## config.mk

```make
export PLATFORM = sky130hd
export DESIGN_NAME = lifo_stack_with_search_core_flat
export DESIGN_NICKNAME = d
export VERILOG_FILES = /design/src/rtl/core/lss_pkg.sv /design/src/rtl/core/lss_ifs.sv /design/src/rtl/core/lss_dpath.sv /design/src/rtl/core/lss_ctrl.sv /design/src/rtl/core/lifo_stack_with_search_core.sv /design/src/flat_wrapper.sv
export SDC_FILE = /design/constraint.sdc
export NUM_CORES = 2
export LEC_CHECK = 0
export ABC_AREA = 1
export BUFFER_PORTS_ARGS = -buffer_cell sky130_fd_sc_hd__buf_2
export CAP_MARGIN = 20
export CORE_MARGIN = 2
export CORE_UTILIZATION = 45
export CTS_CLUSTER_SIZE = 8
export DETAILED_ROUTE_END_ITERATION = 10
export REMOVE_ABC_BUFFERS = 1
export SYNTH_ARGS = -nofsm -noshare
export SYNTH_HDL_FRONTEND = slang
export SYNTH_SLANG_ARGS = --single-unit
export TNS_END_PERCENT = 5
```

## constraint.sdc

```tcl
create_clock -name clk -period 13.55 [get_ports clk]
set_input_delay 0.6775 -clock clk [delete_from_list [all_inputs] [get_ports clk]]
set_output_delay 0.6775 -clock clk [all_outputs]
set_load 0.05 [all_outputs]
```

## src/rtl/core/lss_pkg.sv

```systemverilog
// Shared constants, codes and controller/datapath link types for the LIFO stack.
`timescale 1ns / 1ps

package lss_pkg;

	localparam int STACK_DEPTH = 64;
	localparam int ADDR_W      = $clog2(STACK_DEPTH);
	localparam int CNT_W       = $clog2(STACK_DEPTH + 1);
	localparam int WORD_W      = 32;
	localparam int KIND_W      = 2;
	localparam int STATUS_W    = 2;
	localparam int FILL_W      = 7;
	localparam int MDEPTH_W    = 6;

	typedef enum logic [KIND_W-1:0] {
		KIND_PUSH  = 2'd0,
		KIND_POP   = 2'd1,
		KIND_CLEAR = 2'd2,
		KIND_FIND  = 2'd3
	} kind_t;

	typedef enum logic [STATUS_W-1:0] {
		ST_OK        = 2'd0,
		ST_POP_EMPTY = 2'd1,
		ST_PUSH_FULL = 2'd2
	} status_t;

	typedef enum logic [1:0] {
		RD_POP   = 2'd0,
		RD_FIRST = 2'd1,
		RD_NEXT  = 2'd2
	} rd_sel_t;

	typedef struct packed {
		logic    capture;
		logic    push;
		logic    pop;
		logic    clear;
		logic    rd_en;
		rd_sel_t rd_sel;
		logic    top_load;
		logic    emit;
		status_t status;
		logic    found;
	} lss_cmd_t;

	typedef struct packed {
		logic cnt_zero;
		logic cnt_one;
		logic cnt_full;
		logic match;
		logic scan_last;
	} lss_sts_t;

endpackage

```

## src/rtl/core/lss_ifs.sv

```systemverilog
// Valid/ready channel interfaces for stack requests and results.
`timescale 1ns / 1ps

interface lss_req_if;
	logic                                valid;
	logic                                ready;
	logic [lss_pkg::KIND_W-1:0]          kind;
	logic signed [lss_pkg::WORD_W-1:0]   data_value;

	modport source (output valid, output kind, output data_value, input ready);
	modport sink (input valid, input kind, input data_value, output ready);
endinterface

interface lss_rsp_if;
	logic                                valid;
	logic                                ready;
	logic [lss_pkg::STATUS_W-1:0]        status;
	logic signed [lss_pkg::WORD_W-1:0]   top_value;
	logic                                is_empty;
	logic [lss_pkg::FILL_W-1:0]          fill_level;
	logic                                match_found;
	logic [lss_pkg::MDEPTH_W-1:0]        match_depth;

	modport source (output valid, output status, output top_value, output is_empty,
		output fill_level, output match_found, output match_depth, input ready);
	modport sink (input valid, input status, input top_value, input is_empty,
		input fill_level, input match_found, input match_depth, output ready);
endinterface

```

## src/rtl/core/lss_dpath.sv

```systemverilog
// Stack datapath: entry memory, fill count, top word, search pointer, result register.
`timescale 1ns / 1ps

module lss_dpath (
	input  logic                                clk,
	input  logic                                arst_n,
	input  lss_pkg::lss_cmd_t                   cmd,
	output lss_pkg::lss_sts_t                   sts,
	input  logic signed [lss_pkg::WORD_W-1:0]   data_value,
	output logic [lss_pkg::STATUS_W-1:0]        status,
	output logic signed [lss_pkg::WORD_W-1:0]   top_value,
	output logic                                is_empty,
	output logic [lss_pkg::FILL_W-1:0]          fill_level,
	output logic                                match_found,
	output logic [lss_pkg::MDEPTH_W-1:0]        match_depth
);

	logic [lss_pkg::WORD_W-1:0] mem [lss_pkg::STACK_DEPTH];

	logic [lss_pkg::WORD_W-1:0] key_q;
	logic [lss_pkg::WORD_W-1:0] top_q;
	logic [lss_pkg::WORD_W-1:0] rd_data_q;
	logic [lss_pkg::CNT_W-1:0]  count_q;
	logic [lss_pkg::ADDR_W-1:0] scan_addr_q;
	logic [lss_pkg::ADDR_W-1:0] scan_d_q;

	logic [lss_pkg::CNT_W-1:0]  count_d;
	logic [lss_pkg::WORD_W-1:0] top_d;
	logic [lss_pkg::CNT_W-1:0]  cnt_m1;
	logic [lss_pkg::CNT_W-1:0]  cnt_m2;
	logic [lss_pkg::ADDR_W-1:0] raddr;

	assign cnt_m1 = count_q - lss_pkg::CNT_W'(1);
	assign cnt_m2 = count_q - lss_pkg::CNT_W'(2);

	always_comb begin
		case (cmd.rd_sel)
			lss_pkg::RD_POP:   raddr = cnt_m2[lss_pkg::ADDR_W-1:0];
			lss_pkg::RD_FIRST: raddr = cnt_m1[lss_pkg::ADDR_W-1:0];
			lss_pkg::RD_NEXT:  raddr = scan_addr_q - lss_pkg::ADDR_W'(1);
			default:           raddr = scan_addr_q;
		endcase
	end

	// State as it stands once the current command has taken effect
	always_comb begin
		count_d = count_q;
		if (cmd.push) begin
			count_d = count_q + lss_pkg::CNT_W'(1);
		end else if (cmd.pop) begin
			count_d = cnt_m1;
		end else if (cmd.clear) begin
			count_d = '0;
		end
	end

	always_comb begin
		top_d = top_q;
		if (cmd.push) begin
			top_d = key_q;
		end else if (cmd.top_load) begin
			top_d = rd_data_q;
		end
	end

	assign sts.cnt_zero  = (count_q == '0);
	assign sts.cnt_one   = (count_q == lss_pkg::CNT_W'(1));
	assign sts.cnt_full  = (count_q == lss_pkg::CNT_W'(lss_pkg::STACK_DEPTH));
	assign sts.match     = (rd_data_q == key_q);
	assign sts.scan_last = (scan_addr_q == '0);

	always_ff @(posedge clk or negedge arst_n) begin
		if (!arst_n) begin
			count_q <= '0;
		end else begin
			count_q <= count_d;
		end
	end

	always_ff @(posedge clk) begin
		if (cmd.capture) begin
			key_q <= data_value;
		end
		top_q <= top_d;
		if (cmd.rd_en) begin
			scan_addr_q <= raddr;
			if (cmd.rd_sel == lss_pkg::RD_FIRST) begin
				scan_d_q <= '0;
			end else if (cmd.rd_sel == lss_pkg::RD_NEXT) begin
				scan_d_q <= scan_d_q + lss_pkg::ADDR_W'(1);
			end
		end
	end

	always_ff @(posedge clk) begin
		if (cmd.push) begin
			mem[count_q[lss_pkg::ADDR_W-1:0]] <= key_q;
		end
		if (cmd.rd_en) begin
			rd_data_q <= mem[raddr];
		end
	end

	always_ff @(posedge clk) begin
		if (cmd.emit) begin
			status      <= cmd.status;
			top_value   <= (count_d == '0) ? '1 : top_d;
			is_empty    <= (count_d == '0);
			fill_level  <= lss_pkg::FILL_W'(count_d);
			match_found <= cmd.found;
			match_depth <= cmd.found ? lss_pkg::MDEPTH_W'(scan_d_q) : '0;
		end
	end

endmodule

```

## src/rtl/core/lss_ctrl.sv

```systemverilog
// Stack controller: request handshake, operation sequencing, result valid.
`timescale 1ns / 1ps

module lss_ctrl (
	input  logic                       clk,
	input  logic                       arst_n,
	input  logic                       req_valid,
	output logic                       req_ready,
	input  logic [lss_pkg::KIND_W-1:0] req_kind,
	output logic                       rsp_valid,
	input  logic                       rsp_ready,
	output lss_pkg::lss_cmd_t          cmd,
	input  lss_pkg::lss_sts_t          sts
);

	typedef enum logic [1:0] {
		S_IDLE,
		S_EXEC,
		S_POP_RD,
		S_SCAN
	} state_t;

	state_t          state_q;
	state_t          state_d;
	lss_pkg::kind_t  kind_q;
	logic            rsp_valid_q;
	logic            slot_free;

	assign req_ready = (state_q == S_IDLE);
	assign rsp_valid = rsp_valid_q;
	assign slot_free = !rsp_valid_q || rsp_ready;

	always_comb begin
		cmd        = '0;
		cmd.rd_sel = lss_pkg::RD_POP;
		cmd.status = lss_pkg::ST_OK;
		state_d    = state_q;
		case (state_q)
			S_IDLE: begin
				if (req_valid) begin
					cmd.capture = 1'b1;
					state_d     = S_EXEC;
				end
			end
			// Start only once the result register is free; later states then emit freely
			S_EXEC: begin
				if (slot_free) begin
					state_d = S_IDLE;
					case (kind_q)
						lss_pkg::KIND_PUSH: begin
							cmd.emit = 1'b1;
							if (sts.cnt_full) begin
								cmd.status = lss_pkg::ST_PUSH_FULL;
							end else begin
								cmd.push = 1'b1;
							end
						end
						lss_pkg::KIND_POP: begin
							if (sts.cnt_zero) begin
								cmd.emit   = 1'b1;
								cmd.status = lss_pkg::ST_POP_EMPTY;
							end else if (sts.cnt_one) begin
								cmd.emit = 1'b1;
								cmd.pop  = 1'b1;
							end else begin
								cmd.pop    = 1'b1;
								cmd.rd_en  = 1'b1;
								cmd.rd_sel = lss_pkg::RD_POP;
								state_d    = S_POP_RD;
							end
						end
						lss_pkg::KIND_CLEAR: begin
							cmd.emit  = 1'b1;
							cmd.clear = 1'b1;
						end
						lss_pkg::KIND_FIND: begin
							if (sts.cnt_zero) begin
								cmd.emit = 1'b1;
							end else begin
								cmd.rd_en  = 1'b1;
								cmd.rd_sel = lss_pkg::RD_FIRST;
								state_d    = S_SCAN;
							end
						end
						default: begin
							cmd.emit = 1'b1;
						end
					endcase
				end
			end
			S_POP_RD: begin
				cmd.top_load = 1'b1;
				cmd.emit     = 1'b1;
				state_d      = S_IDLE;
			end
			// Compare the entry read last cycle, fetch the next one below it
			S_SCAN: begin
				if (sts.match) begin
					cmd.emit  = 1'b1;
					cmd.found = 1'b1;
					state_d   = S_IDLE;
				end else if (sts.scan_last) begin
					cmd.emit = 1'b1;
					state_d  = S_IDLE;
				end else begin
					cmd.rd_en  = 1'b1;
					cmd.rd_sel = lss_pkg::RD_NEXT;
				end
			end
			default: begin
				state_d = S_IDLE;
			end
		endcase
	end

	always_ff @(posedge clk or negedge arst_n) begin
		if (!arst_n) begin
			state_q     <= S_IDLE;
			kind_q      <= lss_pkg::KIND_PUSH;
			rsp_valid_q <= 1'b0;
		end else begin
			state_q <= state_d;
			if (cmd.capture) begin
				kind_q <= lss_pkg::kind_t'(req_kind);
			end
			if (cmd.emit) begin
				rsp_valid_q <= 1'b1;
			end else if (rsp_ready) begin
				rsp_valid_q <= 1'b0;
			end
		end
	end

endmodule

```

## src/rtl/core/lifo_stack_with_search_core.sv

```systemverilog
// Top level: bounded LIFO stack of 32-bit words with search from the top.
// Push, clear, pop to empty and any op on an empty stack emit directly; pop
// leaving entries first reads the new top word; find compares entries from
// the top down until a hit or the bottom (one memory read per compared entry).
// One item is in flight at a time: a new request is taken only once the last
// one has produced its result. Reset clears the fill count and the handshake
// state; the entry memory is not cleared and needs no clearing pass.
`timescale 1ns / 1ps

module lifo_stack_with_search_core (
	input  logic       clk,
	input  logic       arst_n,
	lss_req_if.sink    req,
	lss_rsp_if.source  rsp
);

	lss_pkg::lss_cmd_t cmd;
	lss_pkg::lss_sts_t sts;

	lss_ctrl u_ctrl (
		.clk       (clk),
		.arst_n    (arst_n),
		.req_valid (req.valid),
		.req_ready (req.ready),
		.req_kind  (req.kind),
		.rsp_valid (rsp.valid),
		.rsp_ready (rsp.ready),
		.cmd       (cmd),
		.sts       (sts)
	);

	lss_dpath u_dpath (
		.clk         (clk),
		.arst_n      (arst_n),
		.cmd         (cmd),
		.sts         (sts),
		.data_value  (req.data_value),
		.status      (rsp.status),
		.top_value   (rsp.top_value),
		.is_empty    (rsp.is_empty),
		.fill_level  (rsp.fill_level),
		.match_found (rsp.match_found),
		.match_depth (rsp.match_depth)
	);

endmodule
```

## src/flat_wrapper.sv

```systemverilog
// flat-port wrapper written by rule: the top's interface ports become plain ports
module lifo_stack_with_search_core_flat 
  (clk, arst_n, req_valid, req_kind, req_data_value, req_ready, rsp_valid, rsp_status, rsp_top_value, rsp_is_empty, rsp_fill_level, rsp_match_found, rsp_match_depth, rsp_ready);
  lss_req_if req_i ();
  lss_rsp_if rsp_i ();
  input  logic clk;
  input  logic arst_n;
  input wire logic [$bits(req_i.valid)-1:0] req_valid;
  input wire logic [$bits(req_i.kind)-1:0] req_kind;
  input wire logic [$bits(req_i.data_value)-1:0] req_data_value;
  output wire logic [$bits(req_i.ready)-1:0] req_ready;
  output wire logic [$bits(rsp_i.valid)-1:0] rsp_valid;
  output wire logic [$bits(rsp_i.status)-1:0] rsp_status;
  output wire logic [$bits(rsp_i.top_value)-1:0] rsp_top_value;
  output wire logic [$bits(rsp_i.is_empty)-1:0] rsp_is_empty;
  output wire logic [$bits(rsp_i.fill_level)-1:0] rsp_fill_level;
  output wire logic [$bits(rsp_i.match_found)-1:0] rsp_match_found;
  output wire logic [$bits(rsp_i.match_depth)-1:0] rsp_match_depth;
  input wire logic [$bits(rsp_i.ready)-1:0] rsp_ready;
  assign req_i.valid = req_valid;
  assign req_i.kind = req_kind;
  assign req_i.data_value = req_data_value;
  assign req_ready = req_i.ready;
  assign rsp_valid = rsp_i.valid;
  assign rsp_status = rsp_i.status;
  assign rsp_top_value = rsp_i.top_value;
  assign rsp_is_empty = rsp_i.is_empty;
  assign rsp_fill_level = rsp_i.fill_level;
  assign rsp_match_found = rsp_i.match_found;
  assign rsp_match_depth = rsp_i.match_depth;
  assign rsp_i.ready = rsp_ready;
  lifo_stack_with_search_core u_core (.clk(clk), .arst_n(arst_n), .req(req_i), .rsp(rsp_i));
endmodule
```

Yosys cells after proc, flatten, opt, wreduce, memory -nomap -nowiden --
Memory sizes are Yosys's and may differ from the RTL's. A register that Yosys moved wholly into a read port is not among the register bits. Cells that the tools add are included.
Storage, ports and cells: memories 1, logic and storage cells 98, RAM bits 2048, output and inout port bits 51, register bits 137, input bits 38
Operators by class: reduce and logical (&&, ||, !) cells 14, eq/ne operators 14, multiplexer cells 50, add/subtract/negate cells 5
Memories:
- u_core.u_dpath.mem | words 64, width 32, rd ports 1, clocked after memory_dff 1, wr ports 1, line lss_dpath.sv:18 | logic [lss_pkg::WORD_W-1:0] mem [lss_pkg::STACK_DEPTH];
Operators by type and width (number):
- 32-bit 2-to-1 mux | 2
- 32-bit == test | 1
- 3-bit 2-to-1 mux | 7
- 7-bit 2-to-1 mux | 3
- 1-bit 2-to-1 mux | 20
- 6-bit one-hot mux with 3 select lines | 1
- 2-bit 2-to-1 mux | 8
- 7-bit logical NOT | 2
- 6-bit 2-to-1 mux | 2
- 3-bit one-hot mux with 2 select lines | 2
- 2-bit == test (second input constant) | 5
- 2-bit one-hot mux with 2 select lines | 2
- 2-bit one-hot mux with 4 select lines | 1
- 7-bit by 1-bit adder with 7-bit output (second input constant) | 1
- 7-bit by 1-bit == test with 1-bit output (second input constant) | 1
- 7-bit == test (second input constant) | 1
- 7-bit by 1-bit subtractor with 7-bit output (second input constant) | 1
- 6-bit by 1-bit adder with 6-bit output (second input constant) | 1
- 2-bit by 1-bit == test with 1-bit output (second input constant) | 3
- 2-bit logical NOT | 3
- 6-bit logical NOT | 1
- 1-bit one-hot mux with 3 select lines | 2
- 6-bit by 1-bit subtractor with 6-bit output (second input constant) | 1
- 6-bit by 2-bit subtractor with 6-bit output (second input constant) | 1
- 8 further kinds | 11

Depth between registers and ports, before layout --
word-level depth 10, mapped depth 25, mapped depth without buffers 22

Cells and area by module --
From an unflattened synthesis, not the netlist that was laid out.
Unflattened totals: cell total of the unflattened synthesis 8704, area, all modules 97163.2 um^2
By module, submodules not included:
- lss_dpath | seq. area each 66068.4 um^2, cells an instance 8650, area each 96771.6 um^2, times used 1
- lss_ctrl | seq. area each 125.1 um^2, cells an instance 54, area each 391.6 um^2, times used 1

Worst setup path after synthesis --
Ideal clock, no wire load.
kind register to register, start register u_core.u_dpath.count_q[0] (netlist name), end memory u_core.u_dpath.mem[63][0] (netlist name), enable pin, cell stages (with the launch flop) 11, period minus slack after synthesis 5095 ps, path slack 8455 ps, arrival time 4594 ps, data required time 13049 ps, path through dfrtp_1 -> inv_1 -> clkbuf_1 -> ha_1 -> nand3_1 -> inv_1 -> nand2_1 -> nand2_2 -> buf_4 -> clkbuf_1 -> nor4_1
On the way: longest elaborated chain between the ends 7
Ends and longest elaborated chain:
- start, declared | line lss_dpath.sv:23 | logic [lss_pkg::CNT_W-1:0] count_q;
- start signal, assigned | line lss_dpath.sv:76 | count_q <= count_d;
- 7-bit == test | line lss_dpath.sv:68 | assign sts.cnt_full = (count_q == lss_pkg::CNT_W'(lss_pkg::STACK_DEPTH));
- 1-bit 2-to-1 mux | line lss_ctrl.sv:52 | if (sts.cnt_full) begin
- 1-bit 2-to-1 mux | line lss_ctrl.sv:49 | case (kind_q)
- 6-bit 2-to-1 mux | line lss_ctrl.sv:47 | if (slot_free) begin
- 3-bit 2-to-1 mux | line lss_ctrl.sv:38 | case (state_q)
- 1-bit 2-to-1 mux | line lss_dpath.sv:96 | if (cmd.push) begin
- 1-bit 2-to-1 mux (not written as such) | line lss_dpath.sv:97 | mem[count_q[lss_pkg::ADDR_W-1:0]] <= key_q;
- end, declared | line lss_dpath.sv:18
Parallel ways exist; a longest one is shown, timed or not.

Final worst setup path --
start register u_core.u_dpath.key_q[23] (netlist name), end register u_core.u_dpath.rd_data_q[9] (netlist name), read port of u_core.u_dpath.mem (data pin)
On the way: longest elaborated chain between the ends 5
Ends and longest elaborated chain:
- start, declared | line lss_dpath.sv:20 | logic [lss_pkg::WORD_W-1:0] key_q;
- start signal, assigned | line lss_dpath.sv:82 | key_q <= data_value;
- 32-bit == test (*) | line lss_dpath.sv:69 | assign sts.match = (rd_data_q == key_q);
- 3-bit 2-to-1 mux (*) | line lss_ctrl.sv:98 | if (sts.match) begin
- 3-bit one-hot mux with 2 select lines (*) | line lss_ctrl.sv:38
- 2-bit == test, or another cell as far along | line lss_dpath.sv:37 | case (cmd.rd_sel)
- 6-bit one-hot mux with 3 select lines | line lss_dpath.sv:37
- end, declared | line lss_dpath.sv:22 | logic [lss_pkg::WORD_W-1:0] rd_data_q;
Mark *: on every way between the ends. The rest lies on a longest branch, timed or not. A chain may end at the register's enable or synchronous reset.

==> impl_metrics.ini <==
[setup_path]
path_cells = buf_4, or2_2, nand4_1, nor2_1, nand2_1, nor2_1, nand2_1, nand4_1, inv_1, ha_1, nand2_8, o21ai_4, buf_12, inv_8, buf_4, buf_4, nand2_1, nand3_1, nand3_1, nand3_1, nand3_1, nand3_1, nand2_1
endpoint_kind = flip-flop
critPathArrivalTime_ns = 8.47
max_stage_delay_ns = 0.77
cpMaxStageDelayCell = inv_8
path_class = flip-flop to flip-flop
reg2regPathDepth = 23
cp_common_cell = nand3_1
worst_ep_required_time_ns = 14.20
cp_max_fo = 185
cp-start-kind = flip-flop

[place]
portBuffers = 88
dp_slack_ns = 5.86
dp_hpwl_mm = 159
globalplace.congestion = 0.893

[synth]
syn-cell-area_um2 = 97100
synth-seq-cells = 2217
synth.most_common_cell = edfxtp_1
synth_common_cells = 2173 x edfxtp_1, 2135 x nand3_1, 1866 x nand2_1, 1716 x inv_1, 324 x buf_2
synth_top_area_share_pct = 67.2
netlist_top_cells_area = edfxtp_1 67%, nand3_1 11%, nand2_1 7.2%
synth_cells = 9103
async_flop_share_pct = 0.541
yosysWarnings = 0
ys.flop_type = edfxtp_1
synth_enable_flop_cells = 2173
synth_largest_area_cell = edfxtp_1
avgSynthCellArea_um2 = 10.7
ys_seq_area_share_pct = 68.2
synth_cell_types = 36

[clocking]
path_clk_slew_ns = 0.05
htreeDepth = 5
clkLatencyLatePin_ns = 0.95
root_buffer = clkbuf_16
cts_buffers = 327
clockBufferDepth = 4
hold_buffers = 22
clkSinkCount = 2217
cts_tree = yes
post-cts-setup-buffers = 0
post_cts_resized = 0

[drt]
drt_iter0_drc = 8302
drtPass1Iterations = 8
num_vias = 68100
avgViaCountPerCell = 5.62
drc_errors = 0
wire_per_inst_um = 26.0
postRouteAntennaNets = 0
routed_wl_mm = 315

[flow_run]
maxCapViolCount = 0

[timing]
worst_pin_slew_ns = 1.20
hold_viol_final = 0
setup_ws_ns = 5.73
relSlewSlack_pct = 19.5
setup_viol = 0
min_period_ns = 7.82
fin_crit_sh_pct = 57.7
drv_slew = 0
hold_ws_ns = 0.0420
rsz0062_at_grt = no
finClkSkew_ns = 0.0624
fmax_ghz = 0.128

[floorplanning]
die_h_um = 468
rows = 170
dieArea_um2 = 219000
die-width_um = 468
ios = 89
start_util_pct = 45.2
fp.coreArea_um2 = 215000

[power_and_ir_drop]
p_per_area_nw_per_um2 = 254
p_leak_nw = 44.7
vdd_drop_max_v = 0.000390

[global_route]
grt_usage_pct = 28.4
grt_max_degree = 200
grt_pass1_vias = 65100
overflow = 0
antenna_found_initial = 17
grt_pass1_wl_mm = 450

[run_status]
status = complete, no violations

[cells_and_area]
area_growth_pct = 12.7
drive_above_1_share_pct = 7.68
multi_input_area_um2 = 22400
fill_cells = 18700
ff_latch_area_um2 = 66200
nets = 9239

[hold_path]
hold_path_class = input port to flip-flop
holdPathStages = 1
==> placed cells by master (no fill, tap or decap), drive strengths merged, types with 26 or more instances in the layout <==
cell type / n
clkbuf: 412
nand3b: 320
o211ai: 26
nand2: 1870
o21ai: 59
buf: 254
nand3: 2135
inv: 1730
nor2: 121
dfxtp: 32
edfxtp: 2173
==> cell families after synthesis <==
family                     synth area share, %
and+or+nand+nor                           21.6
DFF                                       68.2
xor gates and xnor gates                0.0992
buffers and inverters                     9.32
AOI/OAI and AO/OA                        0.653
adders and majority gates                0.193
==> area by class of cell <==
cell class | count | share of cell area, %
Sequential cell | 2217 | 60.5
Multi-Input combinational cell | 4638 | 20.5
Clock buffer | 412 | 7.87
Inverter | 1726 | 5.94
Tap cell | 2838 | 3.25
Timing Repair Buffer | 276 | 1.87
Clock inverter | 7 | 0.0595
Antenna cell | 5 | 0.0114
==> worst max-delay path, delay by kind of cell, from the launching register on <==
kind            cells  cell delay [ns]
compound gates      1             0.12
fa+ha+maj           1             0.39
buf+inv             6             3.16
flops               1             0.58
simple gates       15             2.78
==> metrics by stage <==
step | setup TNS, ns | cell area (µm²) | instances | util, % | power [mW]
3_5_place_dp | 0 | 100000 | 11700 | 46.8 | 20.5
5_1_grt | 0 | 109000 | 12100 | 51.0 | 29.0
3_3_place_gp | 0 | 100000 | 11700 | 46.8 | 20.5
6_report | 0 | 109000 | 12100 | 51.0 | 27.8
4_1_cts | 0 | 109000 | 12100 | 51.0 | 27.7
2_1_floorplan | -1339.81 | 94500 | 8581 | - | 18.4
==> routing by layer <==
layer	global-route usage [%]	up-vias	part of all wire, %
li1	-	30300	-
met1	36.9	33200	38
met2	44.6	3721	45
met3	5.88	807	10
met4	15.7	6	6.1
met5	0	-	0.029
==> state kept, by name, indices dropped and copies added, names as in the netlist <==
name	count
u_core.u_dpath.key_q	32
u_core.u_dpath.top_q	32
u_core.u_dpath.fill_level	7
u_core.u_dpath.mem	2048
u_core.u_dpath.rd_data_q	32
u_core.u_dpath.is_empty	1
u_core.u_dpath.scan_d_q	6
u_core.u_dpath.match_depth	6
u_core.u_ctrl.state_q	2
u_core.u_dpath.match_found	1
u_core.u_dpath.count_q	7
u_core.u_dpath.top_value	32
u_core.u_ctrl.kind_q	2
u_core.u_ctrl.rsp_valid	1
u_core.u_dpath.status	2
u_core.u_dpath.scan_addr_q	6
==> power breakdown <==
group / leakage, nW / internal (mW) / switching [mW] / total, mW
registers: 20.0 / 8.26 / 0.171 / 8.43
clock network: 4.22 / 4.36 / 2.80 / 7.16
logic: 20.5 / 2.81 / 9.42 / 12.2
==> path summary, 6_finish.rpt <==
path                                                    end  slack, ns                       start
min in group asynchronous         u_core.u_dpath.count_q[0]       0.31                      arst_n
worst max-delay path            u_core.u_dpath.rd_data_q[9]       5.73    u_core.u_dpath.key_q[23]
worst min-delay path               u_core.u_dpath.key_q[20]       0.04          req_data_value[20]
max in group asynchronous           u_core.u_ctrl.kind_q[0]      12.97                      arst_n
worst min register to register   u_core.u_dpath.scan_d_q[0]       0.59  u_core.u_dpath.scan_d_q[0]
worst max register to register  u_core.u_dpath.rd_data_q[9]       5.73    u_core.u_dpath.key_q[23]
Power figures use the tool's default switching activity.
